$ cat src/hdl/mdrb_pkg.sv
// shared constants and types for the multiplicative digital root binner
package mdrb_pkg;

	localparam int VALUE_WIDTH_DEF = 64;
	localparam int BASE_W          = 5;
	localparam int ROOT_W          = 4;
	localparam int STATUS_W        = 2;
	localparam int MODE_W          = 2;
	localparam int ADDR_W          = 3;
	localparam int DATA_W          = 32;

	localparam logic [BASE_W-1:0] BASE_RST = 5'd10;
	localparam logic [BASE_W-1:0] BASE_MIN = 5'd2;
	localparam logic [BASE_W-1:0] BASE_MAX = 5'd16;

	// negative handling modes
	localparam logic [MODE_W-1:0] MODE_MAGNITUDE = 2'd0;
	localparam logic [MODE_W-1:0] MODE_DROP      = 2'd1;
	localparam logic [MODE_W-1:0] MODE_ERROR     = 2'd2;
	localparam logic [MODE_W-1:0] MODE_RST       = MODE_ERROR;

	// result status codes
	localparam logic [STATUS_W-1:0] STATUS_SORTED  = 2'd0;
	localparam logic [STATUS_W-1:0] STATUS_DROPPED = 2'd1;
	localparam logic [STATUS_W-1:0] STATUS_ERROR   = 2'd2;

	// register index codes (paddr[2])
	localparam logic REG_BASE = 1'b0;
	localparam logic REG_MODE = 1'b1;

	// core result handed back to the top level
	typedef struct packed {
		logic              done;
		logic [ROOT_W-1:0] root;
	} core_res_t;

endpackage

$ cat src/hdl/mdrb_core.sv
// digit-serial multiplicative digital root unit: bit-serial division by the base
module mdrb_core #(
	parameter int VALUE_WIDTH = mdrb_pkg::VALUE_WIDTH_DEF
) (
	input  logic                          clk,
	input  logic                          arst_n,
	input  logic                          start,
	input  logic [VALUE_WIDTH-1:0]        mag,
	input  logic [mdrb_pkg::BASE_W-1:0]   base,
	output mdrb_pkg::core_res_t           res
);

	localparam int CNT_W = (VALUE_WIDTH > 1) ? $clog2(VALUE_WIDTH) : 1;
	localparam logic [CNT_W-1:0] CNT_LAST = CNT_W'(VALUE_WIDTH - 1);

	typedef enum logic [2:0] {
		C_IDLE = 3'b001,
		C_DIV  = 3'b010,
		C_DONE = 3'b100
	} cstate_t;

	cstate_t                       state_q;
	logic [VALUE_WIDTH-1:0]        dq_q;
	logic [VALUE_WIDTH-1:0]        prod_q;
	logic [mdrb_pkg::ROOT_W-1:0]   rem_q;
	logic [mdrb_pkg::ROOT_W-1:0]   root_q;
	logic [CNT_W-1:0]              cnt_q;

	logic [mdrb_pkg::BASE_W-1:0]   rem_sh;
	logic                          qbit;
	logic [mdrb_pkg::ROOT_W-1:0]   rem_nx;
	logic [VALUE_WIDTH-1:0]        quot_nx;
	logic [VALUE_WIDTH+3:0]        prod_wide;
	logic [VALUE_WIDTH-1:0]        prod_nx;
	logic                          nx_below;
	logic                          mag_below;

	// one restoring division step per cycle
	always_comb begin
		rem_sh    = {rem_q, dq_q[VALUE_WIDTH-1]};
		qbit      = (rem_sh >= base);
		rem_nx    = qbit ? mdrb_pkg::ROOT_W'(rem_sh - base) : rem_sh[mdrb_pkg::ROOT_W-1:0];
		quot_nx   = {dq_q[VALUE_WIDTH-2:0], qbit};
		prod_wide = prod_q * rem_nx;
		prod_nx   = prod_wide[VALUE_WIDTH-1:0];
		nx_below  = (prod_nx < {{(VALUE_WIDTH-mdrb_pkg::BASE_W){1'b0}}, base});
		mag_below = (mag < {{(VALUE_WIDTH-mdrb_pkg::BASE_W){1'b0}}, base});
	end

	// sequencer: digit extraction, product update, pass restart
	always_ff @(posedge clk or negedge arst_n) begin
		if (!arst_n) begin
			state_q <= C_IDLE;
			cnt_q   <= '0;
		end else begin
			case (state_q)
				C_IDLE: begin
					if (start) begin
						cnt_q <= '0;
						if (mag_below) begin
							root_q  <= mag[mdrb_pkg::ROOT_W-1:0];
							state_q <= C_DONE;
						end else begin
							dq_q    <= mag;
							prod_q  <= VALUE_WIDTH'(1);
							rem_q   <= '0;
							state_q <= C_DIV;
						end
					end
				end
				C_DIV: begin
					dq_q  <= quot_nx;
					rem_q <= rem_nx;
					cnt_q <= cnt_q + 1'b1;
					if (cnt_q == CNT_LAST) begin
						cnt_q <= '0;
						rem_q <= '0;
						if (rem_nx == '0) begin
							// a zero digit forces the root to zero
							root_q  <= '0;
							state_q <= C_DONE;
						end else if (quot_nx != '0) begin
							prod_q <= prod_nx;
						end else if (nx_below) begin
							root_q  <= prod_nx[mdrb_pkg::ROOT_W-1:0];
							state_q <= C_DONE;
						end else begin
							// next pass on the digit product
							dq_q   <= prod_nx;
							prod_q <= VALUE_WIDTH'(1);
						end
					end
				end
				C_DONE: begin
					state_q <= C_IDLE;
				end
				default: begin
					state_q <= C_IDLE;
				end
			endcase
		end
	end

	assign res.done = (state_q == C_DONE);
	assign res.root = root_q;

endmodule

$ cat src/hdl/multiplicative_digital_root_binner.sv
// top level: configuration port, handshakes and negative handling
//
//  channel  direction  handshake            word
//  in       input      in_valid / in_stall  value
//  out      output     out_valid/out_stall  root, sorted_value, status
//  cfg      apb        psel/penable/pready  digit_base, negative_mode
//
// An item runs through the bit-serial divider one base digit at a time, over all
// passes of the digit product up to the first zero digit or a single-digit product.
// Dropped and rejected words go from acceptance through the S_FIN state to the
// output register; already-small values pass through the core's C_DONE state first.
// Reset clears control state and loads digit_base 10 and negative_mode 2.
// in_stall is high while an item is in work; a stalled result holds.
module multiplicative_digital_root_binner #(
	parameter int VALUE_WIDTH = mdrb_pkg::VALUE_WIDTH_DEF
) (
	input  logic                            clk,
	input  logic                            arst_n,
	input  logic                            in_valid,
	output logic                            in_stall,
	input  logic [63:0]                     value,
	output logic                            out_valid,
	input  logic                            out_stall,
	output logic [mdrb_pkg::ROOT_W-1:0]     root,
	output logic [63:0]                     sorted_value,
	output logic [mdrb_pkg::STATUS_W-1:0]   status,
	input  logic                            psel,
	input  logic                            penable,
	input  logic                            pwrite,
	input  logic [mdrb_pkg::ADDR_W-1:0]     paddr,
	input  logic [mdrb_pkg::DATA_W-1:0]     pwdata,
	output logic [mdrb_pkg::DATA_W-1:0]     prdata,
	output logic                            pready
);

	typedef enum logic [2:0] {
		S_IDLE = 3'b001,
		S_BUSY = 3'b010,
		S_FIN  = 3'b100
	} state_t;

	state_t                          state_q;
	logic [mdrb_pkg::BASE_W-1:0]     base_q;
	logic [mdrb_pkg::MODE_W-1:0]     mode_q;
	logic [VALUE_WIDTH-1:0]          mag_q;
	logic [mdrb_pkg::ROOT_W-1:0]     root_q;
	logic [mdrb_pkg::STATUS_W-1:0]   status_q;
	logic                            out_valid_q;
	logic [mdrb_pkg::ROOT_W-1:0]     oroot_q;
	logic [63:0]                     osv_q;
	logic [mdrb_pkg::STATUS_W-1:0]   ostat_q;

	logic [mdrb_pkg::BASE_W-1:0]     base_eff;
	logic [VALUE_WIDTH-1:0]          in_v;
	logic                            in_neg;
	logic [VALUE_WIDTH-1:0]          in_mag;
	logic                            accept;
	logic                            core_start;
	logic                            out_free;
	mdrb_pkg::core_res_t             core_res;

	// configuration registers
	assign pready = 1'b1;
	always_ff @(posedge clk or negedge arst_n) begin
		if (!arst_n) begin
			base_q <= mdrb_pkg::BASE_RST;
			mode_q <= mdrb_pkg::MODE_RST;
		end else if (psel && penable && pwrite) begin
			case (paddr[2])
				mdrb_pkg::REG_BASE: base_q <= pwdata[mdrb_pkg::BASE_W-1:0];
				mdrb_pkg::REG_MODE: mode_q <= pwdata[mdrb_pkg::MODE_W-1:0];
				default: ;
			endcase
		end
	end

	always_comb begin
		case (paddr[2])
			mdrb_pkg::REG_BASE: prdata = {{(mdrb_pkg::DATA_W-mdrb_pkg::BASE_W){1'b0}}, base_q};
			mdrb_pkg::REG_MODE: prdata = {{(mdrb_pkg::DATA_W-mdrb_pkg::MODE_W){1'b0}}, mode_q};
			default:            prdata = '0;
		endcase
	end

	// clamp the base into its legal range
	always_comb begin
		if (base_q < mdrb_pkg::BASE_MIN)      base_eff = mdrb_pkg::BASE_MIN;
		else if (base_q > mdrb_pkg::BASE_MAX) base_eff = mdrb_pkg::BASE_MAX;
		else                                  base_eff = base_q;
	end

	// sign and magnitude of the incoming word
	assign in_v   = value[VALUE_WIDTH-1:0];
	assign in_neg = in_v[VALUE_WIDTH-1];
	assign in_mag = in_neg ? (~in_v + VALUE_WIDTH'(1)) : in_v;

	assign in_stall   = (state_q != S_IDLE);
	assign accept     = in_valid && !in_stall;
	assign core_start = accept && !(in_neg && (mode_q != mdrb_pkg::MODE_MAGNITUDE));
	assign out_free   = !out_valid_q || !out_stall;

	mdrb_core #(
		.VALUE_WIDTH (VALUE_WIDTH)
	) u_core (
		.clk    (clk),
		.arst_n (arst_n),
		.start  (core_start),
		.mag    (in_mag),
		.base   (base_eff),
		.res    (core_res)
	);

	// item control
	always_ff @(posedge clk or negedge arst_n) begin
		if (!arst_n) begin
			state_q <= S_IDLE;
		end else begin
			case (state_q)
				S_IDLE: begin
					if (accept) begin
						if (core_start) begin
							mag_q    <= in_mag;
							status_q <= mdrb_pkg::STATUS_SORTED;
							state_q  <= S_BUSY;
						end else begin
							mag_q    <= '0;
							root_q   <= '0;
							status_q <= (mode_q == mdrb_pkg::MODE_DROP) ?
								mdrb_pkg::STATUS_DROPPED : mdrb_pkg::STATUS_ERROR;
							state_q  <= S_FIN;
						end
					end
				end
				S_BUSY: begin
					if (core_res.done) begin
						root_q  <= core_res.root;
						state_q <= S_FIN;
					end
				end
				S_FIN: begin
					if (out_free) state_q <= S_IDLE;
				end
				default: begin
					state_q <= S_IDLE;
				end
			endcase
		end
	end

	// output register
	always_ff @(posedge clk or negedge arst_n) begin
		if (!arst_n) begin
			out_valid_q <= 1'b0;
		end else if (state_q == S_FIN && out_free) begin
			out_valid_q <= 1'b1;
			oroot_q     <= root_q;
			osv_q       <= 64'(mag_q);
			ostat_q     <= status_q;
		end else if (!out_stall) begin
			out_valid_q <= 1'b0;
		end
	end

	assign out_valid    = out_valid_q;
	assign root         = oroot_q;
	assign sorted_value = osv_q;
	assign status       = ostat_q;

endmodule
$ cat config.mk
export PLATFORM = sky130hd
export DESIGN_NAME = multiplicative_digital_root_binner
export DESIGN_NICKNAME = d
export VERILOG_FILES = /design/src/hdl/mdrb_pkg.sv /design/src/hdl/mdrb_core.sv /design/src/hdl/multiplicative_digital_root_binner.sv
export SDC_FILE = /design/constraint.sdc
export NUM_CORES = 1
export LEC_CHECK = 0
export BUFFER_PORTS_ARGS = -buffer_cell sky130_fd_sc_hd__clkbuf_2
export CAP_MARGIN = 25
export CORE_AREA = 3 3 223 225
export DETAILED_ROUTE_END_ITERATION = 8
export DIE_AREA = 0 0 226 228
export GPL_ROUTABILITY_DRIVEN = 0
export PLACE_DENSITY = 0.68
export SLEW_MARGIN = 20
export SYNTH_ARGS = -nofsm -noshare
export SYNTH_HDL_FRONTEND = slang
export SYNTH_HIERARCHICAL = 1
export SYNTH_SLANG_ARGS = --single-unit
$ cat constraint.sdc
create_clock -name clk -period 11.9 [get_ports clk]
set_input_delay 0 -clock clk [delete_from_list [all_inputs] [get_ports clk]]
set_output_delay 0 -clock clk [all_outputs]
set_load 0.05 [all_outputs]
==> results of run 1 <==
## state kept, by name (all words and copies together) (netlist names), 5 cells and up
name           count
u_core/prod_q     64
sorted_value      64
u_core/dq_q       64
u_core/cnt_q       6
mag_q             64
base_q             5
## per-layer routing
| layer | wire, um | vias up | GRT usage |
|---|---|---|---|
| met5 | 13 | - | 0 |
| met4 | 2460 | 2 | 0.0928 |
| met3 | 6410 | 161 | 0.0535 |
| met2 | 33000 | 961 | 0.441 |
| met1 | 28200 | 9853 | 0.364 |
| li1 | - | 9208 | - |
## worst register-to-register path: cells and delay by family, from the launching register on
kind                       cells  cell delay (ns)
AOI/OAI and AO/OA              9             2.83
xor gates and xnor gates       1             0.63
adders and majority gates      4             1.81
buffers and inverters          4             1.08
DFF                            1             0.56
muxes                          1             0.60
and+or+nand+nor                8             1.54
## stage by stage
| step | instance area, um^2 | cells | worst slack [ns] | hold WS (ns) | utilization |
|---|---|---|---|---|---|
| after floorplan | 23900 | 2582 | 2.05 | -0.296 | - |
| after global placement | 25000 | 3228 | 2.48 | 0.0116 | 0.524 |
| after detailed placement | 25100 | 3231 | 2.59 | 0.0225 | 0.525 |
| after CTS | 26600 | 3339 | 2.50 | 0.00357 | 0.558 |
| after global routing | 26700 | 3340 | 2.09 | 0.0356 | 0.558 |
| final | 26700 | 3340 | 2.37 | 0.0406 | 0.558 |
## path summary, 6_finish.rpt
check	slack [ns]	cells past startpoint	end	from
setup / recovery	2.37	27	u_core/prod_q[46]	base_q[3]
hold / removal	0.04	3	mag_q[6]	value[6]
setup reg to reg	2.37	27	u_core/prod_q[46]	base_q[3]
hold reg to reg	0.42	0	sorted_value[8]	mag_q[8]
max in group asynchronous	10.59	3	out_valid	arst_n
min in group asynchronous	0.11	2	state_q[0]	arst_n
## layout by cell type, fill, tap and decap left out, drive strengths merged, types with 22 or more instances in the layout
cell type,count
edfxtp,276
nand2,274
inv,237
and2,210
clkbuf,198
nor2,152
o21ai,151
a21oi,149
fa,122
xnor2,81
ha,79
nor2b,72
nor4,61
nor3,46
dlygate4sd3,45
nand4,42
or3,33
nand2b,31
conb,28
nand3,28
o21a,26
xor2,22
buf,22
## cells by family (layout without fill, tap and decap cells)
logic type | Yosys count | in the layout | synth area share
AO/OA/AOI/OAI | 519 | 519 | 0.143
multiplexers | 35 | 35 | 0.0154
adder cells (fa/ha/maj) | 201 | 201 | 0.144
other | 2 | 28 | 0.000315
AND/OR/NAND/NOR | 1023 | 1023 | 0.225
buffers and inverters | 376 | 519 | 0.0644
XOR/XNOR | 104 | 104 | 0.0388
flip-flops | 296 | 296 | 0.369
## layout make-up
type	instances	share of cell area
clock inverters	18	0.00601
repair buffers	220	0.0535
flip-flops and latches	296	0.330
clock buffers	45	0.0362
multi-input cells	1910	0.512
well taps	615	0.0289
inverters	236	0.0332
==> results by group, run 1 <==
Floorplan
  – DIE WIDTH: 226 um
  – Starting Density: 0.499
  – Core area: 0.0477 mm^2
  – Row cnt: 80
  – # IOs: 211
  – Die area: 0.0515 mm^2
  – Die Ht: 228 um

Final layout
  – N_diodes: 0
  – Share of cells above drive strength 1: 0.110
  – Fill count: 4,182
  – Register Area: 0.00879 mm^2
  – Area of the multi-input gates: 0.0137 mm^2
  – Post-layout net count: 3,006
  – Area Overhead vs Synth: 11.9%

Clocking
  – TritonCTS clock tree: yes
  – Worst-path clk slew: 0.06 ns
  – Worst-Skew Late Latency: 0.55 ns
  – CTS resizes: 0
  – Clk root buf: clkbuf_16
  – Post CTS Setup Buffer Count: 0
  – Max Buffers Root-to-Sink: 3
  – H-tree levels: 2
  – Total clock sinks: 296
  – CTS Buf Count: 35
  – Cts hold-fix bufs: 45

Hold path
  – Worst hold path class: input port to flop

STA
  – Max_slew headroom: 0.340
  – Unrepaired setup endpoints after global routing: no
  – Count of final setup violators: 0
  – Final min period: 9.53 ns
  – Slew @ Worst Pin: 0.990 ns
  – Hold Fails Final Rpt: 0
  – Worst Clk Skew: 0.0259 ns
  – FMAX: 0.105 GHz
  – Slew Limit Fails: 0
  – Setup TNS: 0 ns
  – Final Cycle Share: 0.801

Worst setup path
  – Startpoint types: flop
  – Max stage delay cell, worst path: a2111oi_1
  – Largest fanout on the critical path: 64
  – Cell family with most CP delay: compound AO/OA/AOI/OAI gates
  – Crit path DAT: 9.68 ns
  – Crit. End Element: flop
  – CP bufs+invs: 4
  – CP max stage delay: 0.85 ns
  – Critical Path RT: 12.05 ns
  – Kind of critical path: flop to flop

Detailed routing
  – Starting DRT DRC Count: 2,022
  – DR pass1 iterations: 8
  – Detailed Route WL: 70,000 um
  – Vias per cell: 6.04
  – Residual DRC: 0
  – Post-DR wirelength/cell: 21.0 um
  – DR vias: 20.2k
  – Routed Antenna Nets: 0

GRT
  – Global-route wire length before repair: 112,000 um
  – Initial antenna violation count: 2
  – Vias in the first global route: 20.3k
  – Total gr overflow: 0
  – GRT Util Overall: 0.271
  – Largest net degree at the start of global routing: 112

Place
  – # port buffers: 153
  – Post-DP HPWL: 53,600 um

Logic synthesis
  – Post-synthesis async set-or-reset flop share: 0.0676
  – Synth area leader: edfxtp_1
  – Register area share after synthesis: 0.369
  – Register bit total from synthesis: 296
  – Top_reg_cell synth: edfxtp_1
  – Gate Count Post-Synth: 2,556
  – Cell with the most instances after synthesis: edfxtp_1
  – Commonest cells post-synth: edfxtp_1 (276), nand2_1 (274), inv_1 (235)
  – Yosys warns: 6
  – Post-synth top area share: 0.348
  – Post-Syn Area: 0.0238 mm^2
  – Synth top area cells: edfxtp_1 (35%), fa_1 (10%), and2_1 (5.5%)
  – Mean post-synth cell area: 9.32 um^2
  – Post-synth EDFFs: 276
  – Yosys cell types: 97

Flow run
  – Max-cap viol count: 0

Run status
  – Status: finished, final reports clean
Power of run 1 is left out: the tool's default activity adds up to more than one toggle a clock period on the data nets, which glitch-free logic cannot reach.
==> run 2: changes to the inputs <==
--- a/config.mk
+++ b/config.mk
@@ -5,11 +5,12 @@
 export SDC_FILE = /design/constraint.sdc
 export NUM_CORES = 1
 export LEC_CHECK = 0
+export ABC_AREA = 1
 export BUFFER_PORTS_ARGS = -buffer_cell sky130_fd_sc_hd__clkbuf_2
 export CAP_MARGIN = 25
-export CORE_AREA = 3 3 223 225
+export CORE_AREA = 3 3 228 230
 export DETAILED_ROUTE_END_ITERATION = 8
-export DIE_AREA = 0 0 226 228
+export DIE_AREA = 0 0 231 233
 export GPL_ROUTABILITY_DRIVEN = 0
 export PLACE_DENSITY = 0.68
 export SLEW_MARGIN = 20
==> constraint.sdc (replaced) <==
create_clock -name clk -period 9.5 [get_ports clk]
set_input_delay 0 -clock clk [delete_from_list [all_inputs] [get_ports clk]]
set_output_delay 0 -clock clk [all_outputs]
set_load 0.05 [all_outputs]
==> results by group, run 2 <==
Floorplan
  – Die Ht: 233 um (+2.2%)
  – Starting Density: 0.497 (-0.00155)
  – Row cnt: 82 (+2.5%)
  – Core area: 0.0501 mm^2 (+4.9%)
  – # IOs: 211 (unchanged)
  – Die area: 0.0538 mm^2 (+4.5%)
  – DIE WIDTH: 231 um (+2.2%)

Detailed routing
  – Met1 WL: 31,100 um (+10%)
  – DR top layer: met4
  – Residual DRC: 0 (unchanged)
  – DR vias: 22.7k (+12%)
  – Detailed Route WL: 72,400 um (+3.4%)
  – Routed Antenna Nets: 0 (unchanged)
  – Post-DR wirelength/cell: 16.8 um (-20%)
  – DR pass1 iterations: 7 (-1)
  – Starting DRT DRC Count: 2,464 (+22%)
  – Vias per cell: 5.28 (-13%)
  – Met3 WL: 6070 um (-5.4%)
  – Metal2 WL: 32,300 um (-2.1%)

Logic synthesis
  – Yosys cell types: 54 (-44%)
  – Mux cell area share after synthesis: 0 (-0.0154)
  – Cell with the most instances after synthesis: nand2_1
  – Yosys warns: 6 (unchanged)
  – Post-synth EDFFs: 276 (unchanged)
  – Post-synth top area share: 0.333 (-0.0151)
  – Largest family of logic cells by synthesized area: simple AND/OR/NAND/NOR gates
  – Mean post-synth cell area: 7.30 um^2 (-22%)
  – Register bit total from synthesis: 296 (unchanged)
  – Top_reg_cell synth: edfxtp_1
  – Post-Syn Area: 0.0249 mm^2 (+4.5%)
  – Synth top area cells: edfxtp_1 (33%), nand2_1 (13%), fa_1 (9.8%)
  – Commonest cells post-synth: nand2_1 (869), inv_1 (605), nor2_1 (562)
  – Synth area leader: edfxtp_1
  – Post-synthesis async set-or-reset flop share: 0.0676 (unchanged)
  – Synth Area in Compound Gates: 0.0750 (-0.0680)
  – Area share of xor/xnor cells in the synthesized design: 0.0176 (-0.0212)
  – Post-Synth Simple-Gate Area: 0.297 (+0.0723)
  – Register area share after synthesis: 0.353 (-0.0160)
  – Post-synthesis adder-cell area fraction: 0.138 (-0.00625)
  – Gate Count Post-Synth: 3,411 (+33%)

STA
  – Final min period: 8.48 ns (-1.05 ns)
  – Count of final setup violators: 0 (unchanged)
  – Unrepaired setup endpoints after global routing: no
  – Worst Clk Skew: 0.0249 ns (-0.00103 ns)
  – Final Cycle Share: 0.892 (+0.0914)
  – Hold Fails Final Rpt: 0 (unchanged)
  – Slew @ Worst Pin: 1.02 ns (+0.0306 ns)
  – FMAX: 0.118 GHz (+12%)
  – Max_slew headroom: 0.317 (-0.0228)
  – Setup TNS: 0 ns (unchanged)
  – Slew Limit Fails: 0 (unchanged)

Clocking
  – Total clock sinks: 296 (unchanged)
  – H-tree levels: 2 (unchanged)
  – TritonCTS clock tree: yes
  – CTS Buf Count: 34 (-2.9%)
  – Worst-path clk slew: 0.06 ns (about the same)
  – Post CTS Setup Buffer Count: 0 (unchanged)
  – Clk root buf: clkbuf_16
  – Worst-Skew Late Latency: 0.55 ns (about the same)
  – Max Buffers Root-to-Sink: 3 (unchanged)

Final layout
  – N_diodes: 0 (unchanged)
  – Design area: 0.0280 mm^2 (+5.0%)
  – Area Overhead vs Synth: 12.4%
  – Share of cells above drive strength 1: 0.0813 (-0.0288)
  – Post-layout net count: 3,910 (+30%)
  – Fill count: 4,841 (+16%)
  – Commonest non-fill, non-tap cell in the layout: nand2_1
  – Most frequent cells in the layout: nand2_1 (866), inv_1 (604), nor2_1 (561), edfxtp_1 (276), nand3_1 (192)

Worst setup path
  – Startpoint types: flop
  – Max stage delay cell, worst path: nand2_2
  – Cell family with most CP delay: simple AND/OR/NAND/NOR gates
  – Critical Path RT: 9.66 ns (-2.39 ns)
  – CP max stage delay: 0.57 ns (-0.28 ns)
  – CP bufs+invs: 7 (+3)
  – Kind of critical path: flop to flop
  – Worst path most repeated cell: nand2_1
  – Crit path DAT: 8.64 ns (-1.04 ns)
  – Crit. End Element: flop
  – Largest fanout on the critical path: 64 (unchanged)

Place
  – Post-DP HPWL: 56,400 um (+5.3%)
  – Placed cell areas: 0.0262 mm^2 (+4.5%)
  – # port buffers: 153 (unchanged)

Run status
  – Status: finished, final reports clean

GRT
  – Global-route wire length before repair: 112,000 um (+0.62%)
  – Total gr overflow: 0 (unchanged)
  – Largest net degree at the start of global routing: 89 (-21%)
  – Vias in the first global route: 20.9k (+3.1%)
  – Initial antenna violation count: 1 (-1)
  – GRT Util Overall: 0.264 (-0.00746)

Hold path
  – Worst hold path class: input port to flop

Flow run
  – Max-cap viol count: 0 (unchanged)
## run 2: timing repair
item,CTS,global route
hold buffers,71,0
gates resized for setup,0,0
endpoints found under the hold margin,98,0
## run 2: through the flow
| step | setup slack (ns) | hold WS [ns] | std cells | utilization |
|---|---|---|---|---|
| floorplan | 0.454 | -0.296 | 3437 | - |
| global placement | 1.34 | -0.00189 | 4168 | 0.523 |
| detailed placement | 1.25 | -0.00356 | 4168 | 0.523 |
| CTS | 1.20 | 0.0000649 | 4300 | 0.559 |
| global route | 0.440 | 0.00529 | 4300 | 0.559 |
| finish | 1.02 | 0.00617 | 4300 | 0.559 |
## run 2: path summary, 6_finish.rpt
path	startpoint	to	slack [ns]	cells after the start
worst min register to register	mag_q[24]	sorted_value[24]	0.42	0
min in group asynchronous	arst_n	mode_q[1]	0.07	2
worst min-delay path	value[25]	mag_q[25]	0.006	3
worst max register to register	base_q[4]	u_core/prod_q[29]	1.02	38
max in group asynchronous	arst_n	state_q[2]	8.26	3
worst max-delay path	base_q[4]	u_core/prod_q[29]	1.02	38
## run 2: per-layer routing
layer	track usage	vias up
li1	-	11063
met1	0.372	10476
met2	0.411	995
met3	0.0446	166
met4	0.0976	0
met5	0	-
## run 2: cell families (layout without fill, tap and decap cells)
group / Yosys count / in the layout
compound gates: 348 / 348
xor+xnor: 50 / 50
fa+ha+maj: 201 / 201
buf+inv: 729 / 920
flops: 296 / 296
other cells: 2 / 28
simple gates: 1785 / 1785
## run 2: tightest hold or removal path, delay by kind of cell
kind	cells	cell delay [ns]
xor+xnor	1	0.14
buf+inv	1	0.13
simple gates	1	0.13
## run 2: final cells by class
type | count | area, um^2 | area share
Multi-Input combinational cell | 2412 | 13300 | 0.475
Sequential cell | 296 | 8790 | 0.314
Inverter | 617 | 2320 | 0.0829
Timing Repair Buffer | 242 | 1640 | 0.0585
Clock buffer | 37 | 862 | 0.0308
Tap cell | 672 | 841 | 0.0300
Clock inverter | 24 | 239 | 0.00854
Power of run 2 is left out for the same reason.
